--- src/design/tfn_pkg.sv ---
`default_nettype none
// ----------------------------------------------------------------------------
// tfn_pkg
// Shared widths and types for the triangle face normal pipeline.
// ----------------------------------------------------------------------------
package tfn_pkg;

    localparam int COORD_WIDTH = 16;
    localparam int IN_W        = 16;
    localparam int EW          = COORD_WIDTH + 1;
    localparam int PW          = 2 * EW;
    localparam int CXW         = PW + 1;
    localparam int KEEP        = 16;
    localparam int SHW         = $clog2(CXW - KEEP + 1);
    localparam int SQW         = 2 * KEEP;
    localparam int SUMW        = SQW + 2;
    localparam int REMW        = SUMW + 1;
    localparam int QW          = 31;
    localparam int RTW         = 16;
    localparam int OUT_W       = 16;
    localparam int FRAC_OUT    = 14;
    localparam logic [OUT_W-1:0] ONE_OUT = OUT_W'(1 << FRAC_OUT);

    typedef struct packed {
        logic [2:0] neg;
        logic       degen;
    } side_t;

endpackage
`default_nettype wire

--- src/design/tfn_scale.sv ---
`default_nettype none
// ----------------------------------------------------------------------------
// tfn_scale
// Magnitudes, common normalizing shift, squares and their sum.
// ----------------------------------------------------------------------------
module tfn_scale import tfn_pkg::*; (
    input  wire logic                  aclk,
    input  wire logic                  aresetn,
    input  wire logic                  en,
    input  wire logic                  vld_in,
    input  wire logic signed [CXW-1:0] cross_prod [3],
    output logic                       vld_out,
    output logic [SQW-1:0]             sq [3],
    output logic [SUMW-1:0]            sum,
    output side_t                      side
);

    logic [CXW-1:0]  mag_a_reg [3];
    side_t           side_a_reg;
    logic [CXW-1:0]  mag_b_reg [3];
    logic [SHW-1:0]  sh_b_reg;
    side_t           side_b_reg;
    logic [KEEP-1:0] m_c_reg [3];
    side_t           side_c_reg;
    logic [SQW-1:0]  sq_d_reg [3];
    side_t           side_d_reg;
    logic [SQW-1:0]  sq_e_reg [3];
    logic [SUMW-1:0] sum_e_reg;
    side_t           side_e_reg;
    logic [4:0]      vld_reg;

    logic [CXW-1:0]  or_v;
    logic [SHW-1:0]  sh_next;

    always_comb begin
        or_v    = mag_a_reg[0] | mag_a_reg[1] | mag_a_reg[2];
        sh_next = '0;
        for (int k = KEEP; k < CXW; k++) begin
            if (or_v[k]) begin
                sh_next = SHW'(k - KEEP + 1);
            end
        end
    end

    always_ff @(posedge aclk) begin
        if (!aresetn) begin
            vld_reg <= '0;
        end else if (en) begin
            vld_reg <= {vld_reg[3:0], vld_in};
        end
    end

    always_ff @(posedge aclk) begin
        if (en) begin
            for (int i = 0; i < 3; i++) begin
                mag_a_reg[i]      <= cross_prod[i][CXW-1] ? CXW'(-cross_prod[i])
                                                          : CXW'(cross_prod[i]);
                side_a_reg.neg[i] <= cross_prod[i][CXW-1];
            end
            side_a_reg.degen <= (cross_prod[0] == '0) && (cross_prod[1] == '0)
                             && (cross_prod[2] == '0);

            mag_b_reg  <= mag_a_reg;
            sh_b_reg   <= sh_next;
            side_b_reg <= side_a_reg;

            for (int i = 0; i < 3; i++) begin
                m_c_reg[i] <= KEEP'(mag_b_reg[i] >> sh_b_reg);
            end
            side_c_reg <= side_b_reg;

            for (int i = 0; i < 3; i++) begin
                sq_d_reg[i] <= m_c_reg[i] * m_c_reg[i];
            end
            side_d_reg <= side_c_reg;

            sq_e_reg   <= sq_d_reg;
            sum_e_reg  <= SUMW'(sq_d_reg[0]) + SUMW'(sq_d_reg[1]) + SUMW'(sq_d_reg[2]);
            side_e_reg <= side_d_reg;
        end
    end

    assign vld_out = vld_reg[4];
    assign sq      = sq_e_reg;
    assign sum     = sum_e_reg;
    assign side    = side_e_reg;

endmodule
`default_nettype wire

--- config.mk ---
export PLATFORM = sky130hd
export DESIGN_NAME = tfn_scale
export DESIGN_NICKNAME = d
export VERILOG_FILES = /design/src/design/tfn_pkg.sv /design/src/design/tfn_scale.sv
export SDC_FILE = /design/constraint.sdc
export NUM_CORES = 2
export LEC_CHECK = 0
export BUFFER_PORTS_ARGS = -buffer_cell sky130_fd_sc_hd__clkbuf_2
export CORE_UTILIZATION = 55
export CTS_BUF_LIST = sky130_fd_sc_hd__clkbuf_8
export DETAILED_ROUTE_END_ITERATION = 10
export PLACE_DENSITY = 0.75
export SLEW_MARGIN = 20
export SYNTH_ARGS = -nofsm -noshare
export SYNTH_HDL_FRONTEND = slang
export SYNTH_SLANG_ARGS = --single-unit
--- constraint.sdc ---
create_clock -name aclk -period 8.93 [get_ports aclk]
set_input_delay 0.893 -clock aclk [delete_from_list [all_inputs] [get_ports aclk]]
set_output_delay 0.893 -clock aclk [all_outputs]
set_load 0.03 [all_outputs]
# Word-level counts from Yosys, hierarchy flattened
# Memory sizes are Yosys's and may differ from the RTL's.
# Index checks and enable logic that the tools add are counted.
[totals] reg_bits=466 latch_bits=0 mem_bits_rw=48 rom_bits=0 memories=1
[classes] addsub=5 mul=3 div=0 n_lt_le_gt_ge=0 n_eq_ne=0 shifts=3 muxes=23 n_bitwise=2 reduce_logical=7
[mem_list] name="m_c_reg" depth=3 width=16 read_ports=3 rd_clocked_by_memory_dff=0 write_ports=3 line_no="tfn_scale.sv:23" source="logic [KEEP-1:0] m_c_reg [3];"
[ops] op="logical NOT 35 bit" count=3
[ops] op="negation 35 bit" count=3
[ops] op=">> shifter 35 x 5 -> 16 bit" count=3
[ops] op="two-way mux 34 bit" count=3
[ops] op="multiplier 16 x 16 -> 32 bit" count=3
[ops] op="two-way mux 5 bit" count=14
[ops] op="OR 35 bit" count=2
[ops] op="adder 33 x 32 -> 34 bit" count=1
[ops] op="adder 32 x 32 -> 33 bit" count=1
[ops] op="two-way mux 1 bit" count=4
[ops] op="two-way mux 2 bit" count=2
[ops] op="OR reduction 4 bit" count=1
[ops] op="logical AND 1 bit" count=2
[ops] op="OR reduction 2 bit" count=1

# Depth between registers and ports, before layout
[depth] word_depth=20 ltp_mapped=25 depth_no_buf=24

# Worst setup path after synthesis
# No wires, ideal clock.
[synth_timing] path_kind="register to register" from="mem m_c_reg[2][9] (netlist: m_c_reg[0][41])" to="reg sq_d_reg[22] (netlist name), data pin" setup_ns=0.258 t_arrival_ns=6.160 path_slack_ns=2.512 path_stages_with_launch=25 synth_period_minus_slack_ns=6.418 cell_sequence="edfxtp_1 clkbuf_1 nand2_1 inv_1 fa_1 inv_1 fa_1 inv_1 fa_1 inv_1 fa_1 inv_1 fa_1 inv_1 fa_1 inv_1 ha_1 a21o_1 a221oi_1 o31ai_1 o311a_1 or3_1 a21o_1 a21oi_1 xnor2_1"
[synth_lines] element="start, declared" line_no="tfn_scale.sv:23"
[synth_lines] element="end signal, assigned by index" line_no="tfn_scale.sv:73" source="sq_d_reg[i] <= m_c_reg[i] * m_c_reg[i];"
[synth_lines] element="end, declared" line_no="tfn_scale.sv:25" source="logic [SQW-1:0] sq_d_reg [3];"

==> results.txt <==
----------------------------------------------------
[CTS]
  Post-cts gate resize count ... 0
  Clock transition time at the flip-flop clock pins of the worst setup and hold paths ... 60 ps
  Maximum root-to-sink buffer count ... 3
  Master cell of the clock root buffer ... sky130_fd_sc_hd__clkbuf_8
  CTS sink count ... 508
  Source-to-sink clock delay at the later pin of the worst-skew pair ... 720 ps
  Post-CTS Setup Bufs ... 0
  Number of buffers added by the clock tree synthesis step ... 89
  Clock tree from TritonCTS ... built
  Number of levels the H-tree was split into ... 3
  Post-CTS Hold Fix Bufs ... 0

[Route]
  Final antenna-violating net count ... 0
  Final Routed Wirelength ... 97900 um
  Number of detailed-routing iterations run before antenna repair ... 10
  Routed vias ... 29694
  DRC Markers ... 16
  Routed wirelength normalized by instance count ... 18.0 um
  Iteration-0 DRC count of the detailed router ... 1691
  Ratio of routed vias to standard cells ... 5.45

[Worst setup path]
  Slack of the worst reg-to-reg path ... 1850 ps
  CP Data Arrival Time ... 7520 ps
  R2R cell count ... 23
  Worst R2R End ... sq_d_reg[22]
  Crit end category ... flip-flop
  Critical path type ... reg -> reg
  Startpoint class of the critical path ... flip-flop
  Start of the worst register-to-register path ... m_c_reg[0][41]
  Max FO, Critical Path ... 17
  Worst endpoint required time ... 9370 ps

[Logic synthesis]
  Post-synth top area cell ... sky130_fd_sc_hd__edfxtp_1
  Predominant post-synthesis flop cell ... sky130_fd_sc_hd__edfxtp_1
  Yosys warning total ... 0
  Top-area cell type share of the netlist area ... 33.6%
  Fraction of synthesis flops using an asynchronous set or reset pin ... 0%
  Count of mapped cells out of synthesis ... 4109
  Synth top area cells ... sky130_fd_sc_hd__edfxtp_1 (34%), sky130_fd_sc_hd__fa_1 (23%), sky130_fd_sc_hd__ha_1 (9.3%)
  Synthesis-stage register bit count ... 508
  Number of synthesized flops with an enable pin ... 503
  Sequential share of the synthesized area ... 33.8%
  Synthesized area ... 45000 um2
  Most frequent cells after synthesis ... sky130_fd_sc_hd__inv_1 (770), sky130_fd_sc_hd__fa_1 (518), sky130_fd_sc_hd__edfxtp_1 (503)
  Number of unique standard cell types used by synthesis ... 70
  Most frequently used cell type in the post-synthesis netlist ... sky130_fd_sc_hd__inv_1
  Avg Inst Size Synth ... 11.0 um2

[Floorplan]
  Die Wd ... 288 um
  Count of standard-cell rows ... 104
  Count of pins on the block boundary ... 244
  Die area ... 83000 um2
  Initial core utilization ... 55.7%
  Core box area ... 80800 um2
  Height of the die ... 288 um

[STA]
  Summed negative setup slack over all endpoints ... 0 ps
  Slew HR ... 28.7%
  # setup viols final ... 0
  Share of the clock period used by the worst path after layout ... 79.3%
  Fin. max-slew vios ... 0
  Post-layout min period ... 7080 ps
  Slew at the pin closest to its max-slew limit ... 1060 ps
  Maximum clock skew at final layout ... 30.9 ps
  RSZ-0062 raised after global routing ... false
  Final hold slack ... 409 ps
  Highest attainable clock frequency ... 141 MHz
  Hold violation total from the final report ... 0

[Global route]
  Total track usage ... 24.4%
  Vias in the first global route ... 30649
  Congestion Overflow GR ... 0
  Maximum number of pins on one net before global-route repair ... 147
  Wire length of the first global-routing pass ... 158000 um
  Number of antenna violations at the first check in global routing ... 0

[Place]
  Detailed placement HPWL ... 77800 um
  Count of buffers inserted at the top-level ports ... 240
  Placer congestion estimate ... 0.901

[Layout]
  Ratio of cells with drive above 1 in the final layout ... 10.6%
  Post-synthesis to final-layout area growth ... 8.99%
  Net count, final ... 5280
  Diode count ... 0
  Count of fill cells added during filler insertion ... 6566

[Hold path]
  End point of the worst hold path ... mag_a_reg[0]
  Worst hold start ... cross_prod[0]
  Worst min-delay path class ... in -> reg
  Number of instances on the worst hold path ... 1

[Status]
  Outcome ... finished with violations
  Failing checks ... DRC

[Job]
  Max capacitance violation total ... 0

----------------------------------------------------
[how the worst max path moves through the flow]
stage / start / to / slack [ps] / cells past startpoint
after floorplan: m_c_reg[0][41] / sq_d_reg[22] / 2510 / 24
after global placement: m_c_reg[0][41] / sq_d_reg[29] / 1890 / 24
after detailed placement: m_c_reg[0][41] / sq_d_reg[22] / 1870 / 23
after CTS: m_c_reg[0][41] / sq_d_reg[22] / 1840 / 23
after global routing: m_c_reg[0][41] / sq_d_reg[29] / 1410 / 24
final: m_c_reg[0][41] / sq_d_reg[22] / 1850 / 23
[metal layers]
metal / up-vias / GRT usage [%] / part of all wire, %
met5: - / 0 / 0
met1: 14594 / 30.3 / 40
met3: 190 / 3.59 / 5.3
li1: 14059 / - / -
met2: 851 / 42.1 / 50
met4: 0 / 11.0 / 4.5
[final cells by class]
class / count / area (um2) / area share [%]
timing repair buffer: 252 / 1310 / 2.68
sequential: 508 / 15200 / 31.0
clock buffer: 89 / 1220 / 2.50
multi-input combinational: 2695 / 26400 / 53.8
inverter: 773 / 2900 / 5.91
tap: 1060 / 1330 / 2.70
clock inverter: 74 / 693 / 1.41
[kinds of logic after synthesis]
group / count (synthesis) / synth area share [%]
other: 1 / 0.00833
and+or+nand+nor: 902 / 9.60
buffers and inverters: 911 / 7.62
xor gates and xnor gates: 229 / 4.46
muxes: 130 / 4.08
DFF: 508 / 33.8
adders and majority gates: 852 / 32.3
AOI/OAI and AO/OA: 576 / 8.14
[worst max-delay path, cell delays in order (launching register included)]
cell                       delay (ps)
sky130_fd_sc_hd__edfxtp_1         650
sky130_fd_sc_hd__nand2_1          210
sky130_fd_sc_hd__inv_1             80
sky130_fd_sc_hd__fa_1             530
sky130_fd_sc_hd__inv_1             50
sky130_fd_sc_hd__fa_1             520
sky130_fd_sc_hd__inv_1             50
sky130_fd_sc_hd__fa_1             500
sky130_fd_sc_hd__inv_1             60
sky130_fd_sc_hd__fa_1             520
sky130_fd_sc_hd__inv_1             50
sky130_fd_sc_hd__fa_1             470
sky130_fd_sc_hd__inv_1             50
sky130_fd_sc_hd__fa_1             470
sky130_fd_sc_hd__inv_1             40
sky130_fd_sc_hd__ha_1             340
sky130_fd_sc_hd__a21o_1           200
sky130_fd_sc_hd__a221oi_1         490
sky130_fd_sc_hd__o31ai_1          220
sky130_fd_sc_hd__o311a_1          420
sky130_fd_sc_hd__or3_1            410
sky130_fd_sc_hd__a21o_1           200
sky130_fd_sc_hd__a21oi_1          160
sky130_fd_sc_hd__xnor2_1           90
[cells in the final DEF, fill, tap and decap left out, types with 49 or more instances in the layout]
master,count
sky130_fd_sc_hd__inv_1,791
sky130_fd_sc_hd__fa_1,518
sky130_fd_sc_hd__edfxtp_1,503
sky130_fd_sc_hd__nand2_1,403
sky130_fd_sc_hd__ha_1,334
sky130_fd_sc_hd__clkbuf_2,239
sky130_fd_sc_hd__a21oi_1,186
sky130_fd_sc_hd__xnor2_1,186
sky130_fd_sc_hd__and2_1,149
sky130_fd_sc_hd__nor2_1,123
sky130_fd_sc_hd__o21ai_0,119
sky130_fd_sc_hd__clkbuf_8,89
sky130_fd_sc_hd__mux2i_1,72
sky130_fd_sc_hd__a21o_1,49
[metrics by stage]
step | cells | worst slack [ps] | util (%) | instance area (um2)
2_1_floorplan | 4114 | 2510 | - | 45000
3_3_place_gp | 5288 | 1890 | 58.3 | 47100
3_5_place_dp | 5288 | 1870 | 58.3 | 47100
4_1_cts | 5451 | 1840 | 60.7 | 49100
5_1_grt | 5451 | 1410 | 60.7 | 49100
6_report | 5451 | 1850 | 60.7 | 49100
Power is left out: the tool's default activity adds up to more than one toggle a clock period on the data nets, which glitch-free logic cannot reach.
